`config.mk`:
```
export PLATFORM = sky130hd
export DESIGN_NAME = isosurface_cube_row_classifier
export DESIGN_NICKNAME = d
export VERILOG_FILES = /design/src/icrc_pkg.sv /design/src/icrc_cut_counter.sv /design/src/isosurface_cube_row_classifier.sv
export SDC_FILE = /design/constraint.sdc
export NUM_CORES = 1
export LEC_CHECK = 0
export ABC_CLOCK_PERIOD_IN_PS = 5950
export BUFFER_PORTS_ARGS = -buffer_cell sky130_fd_sc_hd__buf_2
export CAP_MARGIN = 15
export CORE_MARGIN = 1
export CORE_UTILIZATION = 45
export CTS_BUF_LIST = sky130_fd_sc_hd__clkbuf_4
export CTS_CLUSTER_SIZE = 28
export DETAILED_ROUTE_END_ITERATION = 10
export PLACE_DENSITY_LB_ADDON = 0.15
export SYNTH_ARGS = -nofsm -noshare
export SYNTH_HDL_FRONTEND = slang
export SYNTH_SLANG_ARGS = --single-unit
```
`constraint.sdc`:
```
create_clock -name clk_i -period 5.95 [get_ports clk_i]
set_input_delay 1.19 -clock clk_i [delete_from_list [all_inputs] [get_ports clk_i]]
set_output_delay 1.19 -clock clk_i [all_outputs]
set_load 0.01 [all_outputs]
```
`src/icrc_pkg.sv`:
```
// shared types and constants of the isosurface cube row classifier
package icrc_pkg;

  localparam int unsigned SAMPLE_W = 16;
  localparam int unsigned CASE_W = 8;
  localparam int unsigned CNT_W = 11;
  localparam int unsigned NUM_COUNTS = 8;
  localparam int unsigned NUM_SAMPLES = 4;

  // largest grid row length in x
  localparam int unsigned NX_MAX = 1024;
  // largest value an 11-bit count field can hold
  localparam int unsigned CNT_FIELD_MAX = (1 << CNT_W) - 1;
  // saturation level of every cut count
  localparam int unsigned CNT_CAP = (NX_MAX < CNT_FIELD_MAX) ? NX_MAX : CNT_FIELD_MAX;

  // positions of the eight counts
  localparam int unsigned CNT_A_X = 0;
  localparam int unsigned CNT_A_Y = 1;
  localparam int unsigned CNT_A_Z = 2;
  localparam int unsigned CNT_B_X = 3;
  localparam int unsigned CNT_B_Z = 4;
  localparam int unsigned CNT_C_X = 5;
  localparam int unsigned CNT_C_Y = 6;
  localparam int unsigned CNT_D_X = 7;

  typedef logic [NUM_COUNTS-1:0][CNT_W-1:0] cnt_vec_t;

  // boundary flags carried with one transaction
  typedef struct packed {
    logic y_end;
    logic z_end;
    logic x_end;
  } row_flags_t;

endpackage

```
`src/icrc_cut_counter.sv`:
```
// saturating cut-edge counters for the four grid rows of one cube row
module icrc_cut_counter (
  input  logic                         clk_i,
  input  logic                         rst_ni,
  input  logic                         upd_i,
  input  logic [icrc_pkg::CASE_W-1:0]  cube_i,
  input  icrc_pkg::row_flags_t         flags_i,
  output icrc_pkg::cnt_vec_t           cnt_next_o
);

  localparam logic [icrc_pkg::CNT_W:0] CapWide = (icrc_pkg::CNT_W + 1)'(icrc_pkg::CNT_CAP);

  icrc_pkg::cnt_vec_t cnt_q, cnt_d;
  logic [icrc_pkg::NUM_COUNTS-1:0][1:0] inc;

  // edge between two cube vertices is cut when their inside bits differ
  function automatic logic [1:0] cut(input logic [icrc_pkg::CASE_W-1:0] cube,
                                     input int unsigned p, input int unsigned q);
    return {1'b0, cube[p] ^ cube[q]};
  endfunction

  // per-count increments, boundary edges only at the matching ends
  always_comb begin
    inc = '0;
    inc[icrc_pkg::CNT_A_X] = cut(cube_i, 0, 1);
    inc[icrc_pkg::CNT_A_Y] = cut(cube_i, 0, 3) + (flags_i.x_end ? cut(cube_i, 1, 2) : 2'd0);
    inc[icrc_pkg::CNT_A_Z] = cut(cube_i, 0, 4) + (flags_i.x_end ? cut(cube_i, 1, 5) : 2'd0);
    if (flags_i.y_end) begin
      inc[icrc_pkg::CNT_B_X] = cut(cube_i, 2, 3);
      inc[icrc_pkg::CNT_B_Z] = cut(cube_i, 3, 7) + (flags_i.x_end ? cut(cube_i, 2, 6) : 2'd0);
    end
    if (flags_i.z_end) begin
      inc[icrc_pkg::CNT_C_X] = cut(cube_i, 4, 5);
      inc[icrc_pkg::CNT_C_Y] = cut(cube_i, 4, 7) + (flags_i.x_end ? cut(cube_i, 5, 6) : 2'd0);
    end
    if (flags_i.y_end && flags_i.z_end) begin
      inc[icrc_pkg::CNT_D_X] = cut(cube_i, 6, 7);
    end
  end

  // saturating add per count
  always_comb begin
    logic [icrc_pkg::CNT_W:0] sum;
    sum = '0;
    for (int n = 0; n < icrc_pkg::NUM_COUNTS; n++) begin
      sum = {1'b0, cnt_q[n]} + {{(icrc_pkg::CNT_W - 1){1'b0}}, inc[n]};
      cnt_next_o[n] = (sum > CapWide) ? CapWide[icrc_pkg::CNT_W-1:0]
                                      : sum[icrc_pkg::CNT_W-1:0];
    end
  end

  // counts restart after the cube that closes the row
  always_comb begin
    cnt_d = cnt_q;
    if (upd_i) begin
      cnt_d = flags_i.x_end ? '0 : cnt_next_o;
    end
  end

  always_ff @(posedge clk_i or negedge rst_ni) begin
    if (!rst_ni) begin
      cnt_q <= '0;
    end else begin
      cnt_q <= cnt_d;
    end
  end

endmodule

```
`src/isosurface_cube_row_classifier.sv`:
```
// top level of the isosurface cube row classifier
// Usage:
//   Input channel (in_valid_i / in_ready_o) takes one grid column per
//   transaction: the four samples at position i of rows (j,k), (j+1,k),
//   (j,k+1), (j+1,k+1) plus the y, z and x end flags.
//   Output channel (out_valid_o / out_ready_i) gives one transaction per
//   closed cube: the 8-bit vertex case, eight running cut counts and
//   row_done on the cube ending at the last grid point of the row.
//   The first column of a row closes no cube and gives no output.
//   cfg_we_i / cfg_wdata_i write iso_level; write only while idle.
// Timing:
//   One input register (inside bits and flags) and one result register;
//   out_valid_o rises once the closing column has passed through the
//   input register and been captured in the result register.
//   One transaction per cycle in each direction unless the receiver stalls;
//   the inside compare sits before the input register, case and counts between the two.
// Reset and stall:
//   Reset clears iso_level, the held column and the running counts; the result registers are not reset.
//   While the receiver stalls with a result held, both stages hold and
//   in_ready_o falls once the input register is occupied.
module isosurface_cube_row_classifier (
  input  logic                                clk_i,
  input  logic                                rst_ni,
  input  logic                                cfg_we_i,
  input  logic signed [icrc_pkg::SAMPLE_W-1:0] cfg_wdata_i,
  input  logic                                in_valid_i,
  output logic                                in_ready_o,
  input  logic signed [icrc_pkg::SAMPLE_W-1:0] sample_a_i,
  input  logic signed [icrc_pkg::SAMPLE_W-1:0] sample_b_i,
  input  logic signed [icrc_pkg::SAMPLE_W-1:0] sample_c_i,
  input  logic signed [icrc_pkg::SAMPLE_W-1:0] sample_d_i,
  input  logic                                y_end_i,
  input  logic                                z_end_i,
  input  logic                                last_in_row_i,
  output logic                                out_valid_o,
  input  logic                                out_ready_i,
  output logic [icrc_pkg::CASE_W-1:0]         cube_case_o,
  output logic [icrc_pkg::CNT_W-1:0]          row_a_x_cuts_o,
  output logic [icrc_pkg::CNT_W-1:0]          row_a_y_cuts_o,
  output logic [icrc_pkg::CNT_W-1:0]          row_a_z_cuts_o,
  output logic [icrc_pkg::CNT_W-1:0]          row_b_x_cuts_o,
  output logic [icrc_pkg::CNT_W-1:0]          row_b_z_cuts_o,
  output logic [icrc_pkg::CNT_W-1:0]          row_c_x_cuts_o,
  output logic [icrc_pkg::CNT_W-1:0]          row_c_y_cuts_o,
  output logic [icrc_pkg::CNT_W-1:0]          row_d_x_cuts_o,
  output logic                                row_done_o
);

  localparam logic [icrc_pkg::CNT_W-1:0] Cap = icrc_pkg::CNT_W'(icrc_pkg::CNT_CAP);

  logic signed [icrc_pkg::SAMPLE_W-1:0] iso_q;

  // input register stage
  logic                                    s1_valid_q;
  logic [icrc_pkg::NUM_SAMPLES-1:0]        s1_inside_q, s1_inside_d;
  icrc_pkg::row_flags_t                    s1_flags_q;
  logic                                    s1_adv, in_fire;

  // row state
  logic                                    have_prev_q, have_prev_d;
  logic [icrc_pkg::NUM_SAMPLES-1:0]        prev_inside_q, prev_inside_d;

  // result register stage
  logic                                    out_valid_q, out_valid_d;
  logic [icrc_pkg::CASE_W-1:0]             case_q, cube;
  icrc_pkg::cnt_vec_t                      cnt_q, cnt_next;
  logic                                    done_q;
  logic                                    res_fire;

  // handshake: stage 1 moves on when the result register is free or drains
  assign s1_adv     = !out_valid_q || out_ready_i;
  assign in_ready_o = !s1_valid_q || s1_adv;
  assign in_fire    = in_valid_i && in_ready_o;
  assign res_fire   = s1_valid_q && s1_adv && have_prev_q;

  // inside test against the iso level
  assign s1_inside_d = {sample_d_i >= iso_q, sample_c_i >= iso_q,
                        sample_b_i >= iso_q, sample_a_i >= iso_q};

  // cube vertex case from the held and the current column
  assign cube = {prev_inside_q[3], s1_inside_q[3], s1_inside_q[2], prev_inside_q[2],
                 prev_inside_q[1], s1_inside_q[1], s1_inside_q[0], prev_inside_q[0]};

  icrc_cut_counter u_cut_counter (
    .clk_i      (clk_i),
    .rst_ni     (rst_ni),
    .upd_i      (res_fire),
    .cube_i     (cube),
    .flags_i    (s1_flags_q),
    .cnt_next_o (cnt_next)
  );

  // row state update on each transaction leaving stage 1
  always_comb begin
    have_prev_d   = have_prev_q;
    prev_inside_d = prev_inside_q;
    if (s1_valid_q && s1_adv) begin
      if (s1_flags_q.x_end) begin
        have_prev_d   = 1'b0;
        prev_inside_d = '0;
      end else begin
        have_prev_d   = 1'b1;
        prev_inside_d = s1_inside_q;
      end
    end
  end

  assign out_valid_d = res_fire || (out_valid_q && !out_ready_i);

  // control registers
  always_ff @(posedge clk_i or negedge rst_ni) begin
    if (!rst_ni) begin
      iso_q         <= '0;
      s1_valid_q    <= 1'b0;
      have_prev_q   <= 1'b0;
      prev_inside_q <= '0;
      out_valid_q   <= 1'b0;
    end else begin
      if (cfg_we_i) begin
        iso_q <= cfg_wdata_i;
      end
      if (in_ready_o) begin
        s1_valid_q <= in_valid_i;
      end
      have_prev_q   <= have_prev_d;
      prev_inside_q <= prev_inside_d;
      out_valid_q   <= out_valid_d;
    end
  end

  // payload registers
  always_ff @(posedge clk_i) begin
    if (in_fire) begin
      s1_inside_q <= s1_inside_d;
      s1_flags_q  <= '{y_end: y_end_i, z_end: z_end_i, x_end: last_in_row_i};
    end
    if (res_fire) begin
      case_q <= cube;
      cnt_q  <= cnt_next;
      done_q <= s1_flags_q.x_end;
    end
  end

  assign out_valid_o    = out_valid_q;
  assign cube_case_o    = case_q;
  assign row_a_x_cuts_o = cnt_q[icrc_pkg::CNT_A_X];
  assign row_a_y_cuts_o = cnt_q[icrc_pkg::CNT_A_Y];
  assign row_a_z_cuts_o = cnt_q[icrc_pkg::CNT_A_Z];
  assign row_b_x_cuts_o = cnt_q[icrc_pkg::CNT_B_X];
  assign row_b_z_cuts_o = cnt_q[icrc_pkg::CNT_B_Z];
  assign row_c_x_cuts_o = cnt_q[icrc_pkg::CNT_C_X];
  assign row_c_y_cuts_o = cnt_q[icrc_pkg::CNT_C_Y];
  assign row_d_x_cuts_o = cnt_q[icrc_pkg::CNT_D_X];
  assign row_done_o     = done_q;

  // a cube closing the row leaves no held column behind
  assert property (@(posedge clk_i) disable iff (!rst_ni)
    res_fire && s1_flags_q.x_end |=> !have_prev_q)
    else $error("held column survives end of row");

  // a column held in stage 1 is kept while the result register is blocked
  assert property (@(posedge clk_i) disable iff (!rst_ni)
    s1_valid_q && !s1_adv |=> s1_valid_q && $stable(s1_inside_q) && $stable(s1_flags_q))
    else $error("stage 1 column lost during stall");

  // counts never pass the saturation level
  assert property (@(posedge clk_i) disable iff (!rst_ni)
    out_valid_q |-> cnt_q[0] <= Cap && cnt_q[1] <= Cap && cnt_q[2] <= Cap &&
                    cnt_q[3] <= Cap && cnt_q[4] <= Cap && cnt_q[5] <= Cap &&
                    cnt_q[6] <= Cap && cnt_q[7] <= Cap)
    else $error("cut count above saturation level");

  // no result is produced without a held previous column
  assert property (@(posedge clk_i) disable iff (!rst_ni)
    !have_prev_q |=> !out_valid_q || $past(out_valid_q))
    else $error("result without previous column");

endmodule

```
**Yosys cells after proc, flatten, opt, wreduce, memory -nomap -nowiden**

Index checks and enable logic that the tools add are counted.

- Add/subtract/negate cells: 12
- $lt $le $gt $ge: 12
- Multiplexer cells: 18
- Bitwise gates (word level): 12
- Reduce and logical (&&, ||, !) cells: 11

Operator list:

| operator | number |
|---|---|
| $gt A12 B11 Y1 const B | 8 |
| $mux W11 | 8 |
| $mux W88 | 1 |
| $add A11 B2 Y12 | 6 |
| $ge A16 B16 Y1 | 4 |
| $add A11 B1 Y12 | 2 |
| $mux W4 | 3 |
| $xor A1 B1 Y1 | 12 |
| $add A1 B2 Y2 | 4 |
| $mux W1 | 6 |
| $logic_and A1 B1 Y1 | 5 |
| $logic_not A1 Y1 | 3 |
| $logic_or A1 B1 Y1 | 3 |

- Bits in registers: 215
- Input port bits: 88
- Output and inout port bits: 99
- Word-level logic and storage cells: 92

**Depth between registers and ports, before layout**

- Depth after elaboration: 8
- Gate-level depth with buffers: 13

**Cells and area by module**

A second synthesis with hierarchy kept.

- Cell total of the unflattened synthesis: 1268
- Area, all modules: 12685.9 µm²

Modules (own cells, without submodules):

| module | instances | cells an instance | area each (µm²) | seq. area each (µm²) |
|---|---|---|---|---|
| icrc_cut_counter | 1 | 913 | 7230.7 | 2202.1 |
| isosurface_cube_row_classifier | 1 | 355 | 5455.2 | 3698.5 |

**Worst setup path before layout**

Ideal clock, no wire load.

- Path type: in2reg
- From: input port out_ready_i
- To: register u_cut_counter.cnt_q[48] (netlist name)
- Arrival: 5.014 ns
- Setup slack: 0.631 ns
- Stages: 6
- Path buffers: 2
- Path through: nand2b_1 > nand3_1 > inv_1 > clkbuf_1 > clkbuf_1 > o32ai_1

- Cells in the longest elaborated chain, start to end: 3

RTL lines:

| what | RTL line | text |
|---|---|---|
| start, declared | isosurface_cube_row_classifier.sv:36 | `input logic out_ready_i,` |
| $logic_or A1 B1 Y1 | isosurface_cube_row_classifier.sv:71 | `assign s1_adv = !out_valid_q \|\| out_ready_i;` |
| $logic_and A1 B1 Y1 (2 in series) | isosurface_cube_row_classifier.sv:74 | `assign res_fire = s1_valid_q && s1_adv && have_prev_q;` |
| named net res_fire | isosurface_cube_row_classifier.sv:68 | `logic res_fire;` |
| end signal, assigned | icrc_cut_counter.sv:64 | `cnt_q <= cnt_d;` |
| end, declared | icrc_cut_counter.sv:13 | `icrc_pkg::cnt_vec_t cnt_q, cnt_d;` |

The timed path passes the listed nets, and every way through them passes these cells.
A chain may end at the register's enable or synchronous reset.

**Final worst setup path**

- From: register s1_flags_q[0] (netlist name)
- To: register u_cut_counter.cnt_q[73] (netlist name)

- Cells in the longest elaborated chain, start to end: 7

RTL lines:

| what | RTL line | text |
|---|---|---|
| start, declared | isosurface_cube_row_classifier.sv:56 | `icrc_pkg::row_flags_t s1_flags_q;` |
| start signal, assigned | isosurface_cube_row_classifier.sv:135 | `s1_flags_q <= '{y_end: y_end_i, z_end: z_end_i, x_end: last_in_row_i};` |
| $mux W1 | icrc_cut_counter.sv:34 | `inc[icrc_pkg::CNT_C_Y] = cut(cube_i, 4, 7) + (flags_i.x_end ? cut(cube_i, 5, 6) : 2'd0);` |
| $add A1 B2 Y2 | icrc_cut_counter.sv:34 |  |
| $mux W4 | icrc_cut_counter.sv:32 | `if (flags_i.z_end) begin` |
| $add A11 B2 Y12 | icrc_cut_counter.sv:46 | `sum = {1'b0, cnt_q[n]} + {{(icrc_pkg::CNT_W - 1){1'b0}}, inc[n]};` |
| $gt A12 B11 Y1 | icrc_cut_counter.sv:47 | `cnt_next_o[n] = (sum > CapWide) ? CapWide[icrc_pkg::CNT_W-1:0]` |
| $mux W11 | icrc_cut_counter.sv:47 |  |
| $mux W88 (*) | icrc_cut_counter.sv:56 | `cnt_d = flags_i.x_end ? '0 : cnt_next_o;` |

Every way passes the cells marked *; elsewhere a longest branch is shown, timed or not.

==> flow_metrics.env <==
export IMPL_status="finished clean"
export IMPL_clk_pin_slew_ns=0.07
export IMPL_mostFrequentLayoutCell="buf_2"
export IMPL_synthToLayoutAreaGrowth_pct=14.20
export IMPL_synth_edff_count=104
export IMPL_finalSetupViolCount=0
export IMPL_worstHoldPathCells=2
export IMPL_hold_viol_final=0
export IMPL_syn_num_nets=1457
export IMPL_slew_headroom=0.3217
export IMPL_ys_seq_area_frac=0.4615
export IMPL_slew_viol_final=0
export IMPL_track_usage=0.2185
export IMPL_worst_slew_pin_slew_ns=1.016
export IMPL_dieHeight_um=170.6
export IMPL_clk_latency_ns=0.66
export IMPL_min_period_ns=3.786
export IMPL_finalSetupTns_ns=0
export IMPL_io_pins=187
export IMPL_cts_tree="yes"
export IMPL_synth_top_family_by_area="simple AND/OR/NAND/NOR gates"
export IMPL_slowest_delay_ns=0.50
export IMPL_grt_antenna_before_repair=3
export IMPL_ant_nets=0
export IMPL_timing_rr_end="u_cut_counter.cnt_q[73]$_DFFE_PN0P_"
export IMPL_clock_sinks=215
export IMPL_io_buffers=186
export IMPL_crit_arrival_ns=4.35
export IMPL_clock_skew_final_ns=0.02598
export IMPL_drive_above_1_share=0.2143
export IMPL_swShare=0.3280
export IMPL_synth_compound_area_frac=0.1569
export IMPL_maxCapViolCount=0
export IMPL_placementRows=61
export IMPL_synth_xor_area_frac=0.05274
export IMPL_synthMuxAreaShare=0.01272
export IMPL_routabilityCongestion=0.8970
export IMPL_ys_flop_type="dfrtp_1"
export IMPL_post_cts_buffers=0
export IMPL_dpl_hpwl_um=21590
export IMPL_syn_area_per_cell_um2=9.981
export IMPL_nets=1630
export IMPL_worstPathRequired_ns=6.52
export IMPL_slowest_stage="or4_1"
export IMPL_fill_cells=2599
export IMPL_overflow=0
export IMPL_fin_crit_sh=0.6363
export IMPL_ctsRootBufferMaster="clkbuf_4"
export IMPL_synth_simple_area_share=0.1881
export IMPL_post_route_util=0.5241
export IMPL_grt_pass1_wl_um=50510
export IMPL_path_max_fanout=17
export IMPL_share_comb_of_total_power=0.251
export IMPL_p_int_mw=2.946
export IMPL_criticalPathCategory="flip-flop to flip-flop"
export IMPL_reg2reg_slack_ns=2.16
export IMPL_crit_cells=12
export IMPL_grt_pass1_vias=9948
export IMPL_critPathTopFamily="simple AND/OR/NAND/NOR gates"
export IMPL_clock_power_share=0.291
export IMPL_syn_inst=1281
export IMPL_ys_seq_elements=215
export IMPL_worstHoldStart="u_cut_counter.cnt_q[55]$_DFFE_PN0P_"
export IMPL_final_area_um2=14600
export IMPL_path_cells="buf_4 > inv_1 > nor2_1 > ha_1 > and2_1 > ha_1 > a21oi_1 > nor4_1 > or4_1 > o41a_1 > or2_1 > o21ai_0"
export IMPL_synthAdderAreaFrac=0.08729
export IMPL_power_share_sequential=0.459
export IMPL_drt_iter0_markers=630
export IMPL_ff2ff_path_depth=12
export IMPL_powerDensity_nw_per_um2=300.2
export IMPL_cp_common_cell="ha_1"
export IMPL_viasPerCell=5.448
export IMPL_core_area_um2=27860
export IMPL_async_flop_share=0.5163
export IMPL_r2r_start="s1_flags_q[0]$_DFFE_PP_"
export IMPL_die_w_um=170.6
export IMPL_via_count=10230
export IMPL_syn_area_um2=12790
export IMPL_min_to="u_cut_counter.cnt_q[55]$_DFFE_PN0P_"
export IMPL_drc=0
export IMPL_ys_warn_count=0
export IMPL_end_kind="flip-flop"
export IMPL_htreeDepth=2
export IMPL_grt_max_degree=71
export IMPL_timing_hold_ws_ns=0.4843
export IMPL_critPathLaunchType="flip-flop"
export IMPL_switchingPower_mw=1.438
export IMPL_die_area_um2=29090
export IMPL_rsz0062_at_grt="false"
export IMPL_cts_resized=0
export IMPL_mostFrequentLayoutCells="buf_2 (185), nor2_1 (128), nand2_1 (112)"
export IMPL_timing_fmax_mhz=264.1
export IMPL_p_leak_nw=6.369
export IMPL_dpl_instance_area_um2=13880
export IMPL_drt_total_wl_um=30830
export IMPL_clockBufferDepth=3
export IMPL_vdd_drop_max_uv=114.8
export IMPL_initial_core_util=0.4590
export IMPL_ys_types=83
export IMPL_cts_buffers_inserted=57
export IMPL_wl_per_cell_um=16.42
export IMPL_drt_pass1_iterations=7
export IMPL_hold_buffers=0
export IMPL_hold_path_class="flip-flop to flip-flop"
export IMPL_critPathBufInv=2
metrics by stage:
step,setup slack [ns],power (mW),std cells
after floorplan,0.6307,2.791,1281
after CTS,2.148,4.440,1876
after global routing,1.834,4.689,1878
after detailed placement,2.155,3.142,1773
final,2.164,4.384,1878
after global placement,2.230,3.125,1773
synth_stat cells, types with 10 or more instances:
| cell type | instances | share of area |
|---|---|---|
| buf_2 | 22 | 0.0086 |
| nand2_1 | 112 | 0.033 |
| a21oi_1 | 46 | 0.018 |
| inv_1 | 40 | 0.012 |
| nor2b_1 | 16 | 0.0078 |
| xnor2_1 | 46 | 0.032 |
| nand2b_1 | 13 | 0.0064 |
| nor3_1 | 43 | 0.017 |
| clkbuf_1 | 38 | 0.011 |
| nand4_1 | 36 | 0.018 |
| mux2_2 | 10 | 0.0088 |
| o21ai_0 | 74 | 0.029 |
| a21o_1 | 25 | 0.015 |
| a31oi_1 | 13 | 0.0064 |
| xor2_1 | 31 | 0.021 |
| edfxtp_1 | 104 | 0.24 |
| a22o_1 | 28 | 0.019 |
| nor4_1 | 10 | 0.0049 |
| nor2_1 | 129 | 0.038 |
| and3_1 | 18 | 0.0088 |
| nand3_1 | 33 | 0.013 |
| ha_1 | 86 | 0.084 |
| and2_1 | 21 | 0.010 |
| dfrtp_1 | 111 | 0.22 |
flip-flops by register name, summed over array words and instances (netlist names):
name and count:
u_cut_counter.cnt_q 88, iso_q 16, row_a_x_cuts_o 11, row_a_y_cuts_o 11, row_a_z_cuts_o 11, row_b_x_cuts_o 11, row_b_z_cuts_o 11, row_c_x_cuts_o 11
row_c_y_cuts_o 11, row_d_x_cuts_o 11, cube_case_o 8, prev_inside_q 4, s1_inside_q 4, s1_flags_q 3, have_prev_q 1, out_valid_o 1
row_done_o 1, s1_valid_q 1
power groups by stage:
stage               combinational [mW]  sequential, mW  clock (mW)
finish                            1.10            2.01        1.27
global route                      1.25            2.04        1.39
CTS                               1.11            2.01        1.32
detailed placement                1.11            2.04           0
global placement                  1.09            2.03           0
floorplan                        0.795            2.00           0
worst min-delay path: cells and delay by family (launching register included):
family,cells,cell delay [ns]
AOI/OAI and AO/OA,1,0.06
and+or+nand+nor,1,0.05
DFF,1,0.34
worst max-delay path by stage:
| stage | endpoint | from | slack (ns) |
|---|---|---|---|
| detailed placement | u_cut_counter.cnt_q[69]$_DFFE_PN0P_ | s1_flags_q[0]$_DFFE_PP_ | 2.15 |
| floorplan | u_cut_counter.cnt_q[48]$_DFFE_PN0P_ | out_ready_i | 0.63 |
| global route | u_cut_counter.cnt_q[73]$_DFFE_PN0P_ | s1_flags_q[0]$_DFFE_PP_ | 1.83 |
| global placement | u_cut_counter.cnt_q[72]$_DFFE_PN0P_ | s1_flags_q[0]$_DFFE_PP_ | 2.23 |
| finish | u_cut_counter.cnt_q[73]$_DFFE_PN0P_ | s1_flags_q[0]$_DFFE_PP_ | 2.16 |
| CTS | u_cut_counter.cnt_q[69]$_DFFE_PN0P_ | s1_flags_q[0]$_DFFE_PP_ | 2.15 |
per-layer routing:
layer,track usage,wire [um],vias up
met5,0,12,-
met4,0.07756,840,2
met3,0.06199,2305,59
met2,0.3468,13810,324
met1,0.2843,13860,4764
li1,-,-,5082
cells by family (layout without fill, tap and decap cells):
kind of cell               count (synthesis)  count (layout)
AOI/OAI and AO/OA                        288             288
xor gates and xnor gates                  77              77
DFF                                      215             215
and+or+nand+nor                          481             481
adders and majority gates                 88              88
buffers and inverters                    117             334
other                                      0               2
muxes                                     15              15
final cells by class:
class | count | area [um2] | share of cell area
flip-flops and latches | 215 | 5901 | 0.4041
multi-input cells | 949 | 6379 | 0.4368
inverters | 40 | 155.1 | 0.01063
repair buffers | 191 | 970.9 | 0.06650
diodes | 2 | 5.005 | 0.0003428
well taps | 378 | 473.0 | 0.03239
clock buffers | 87 | 653.1 | 0.04473
clock inverters | 16 | 65.06 | 0.004456
No activity file was read; power rests on OpenSTA's default activity.
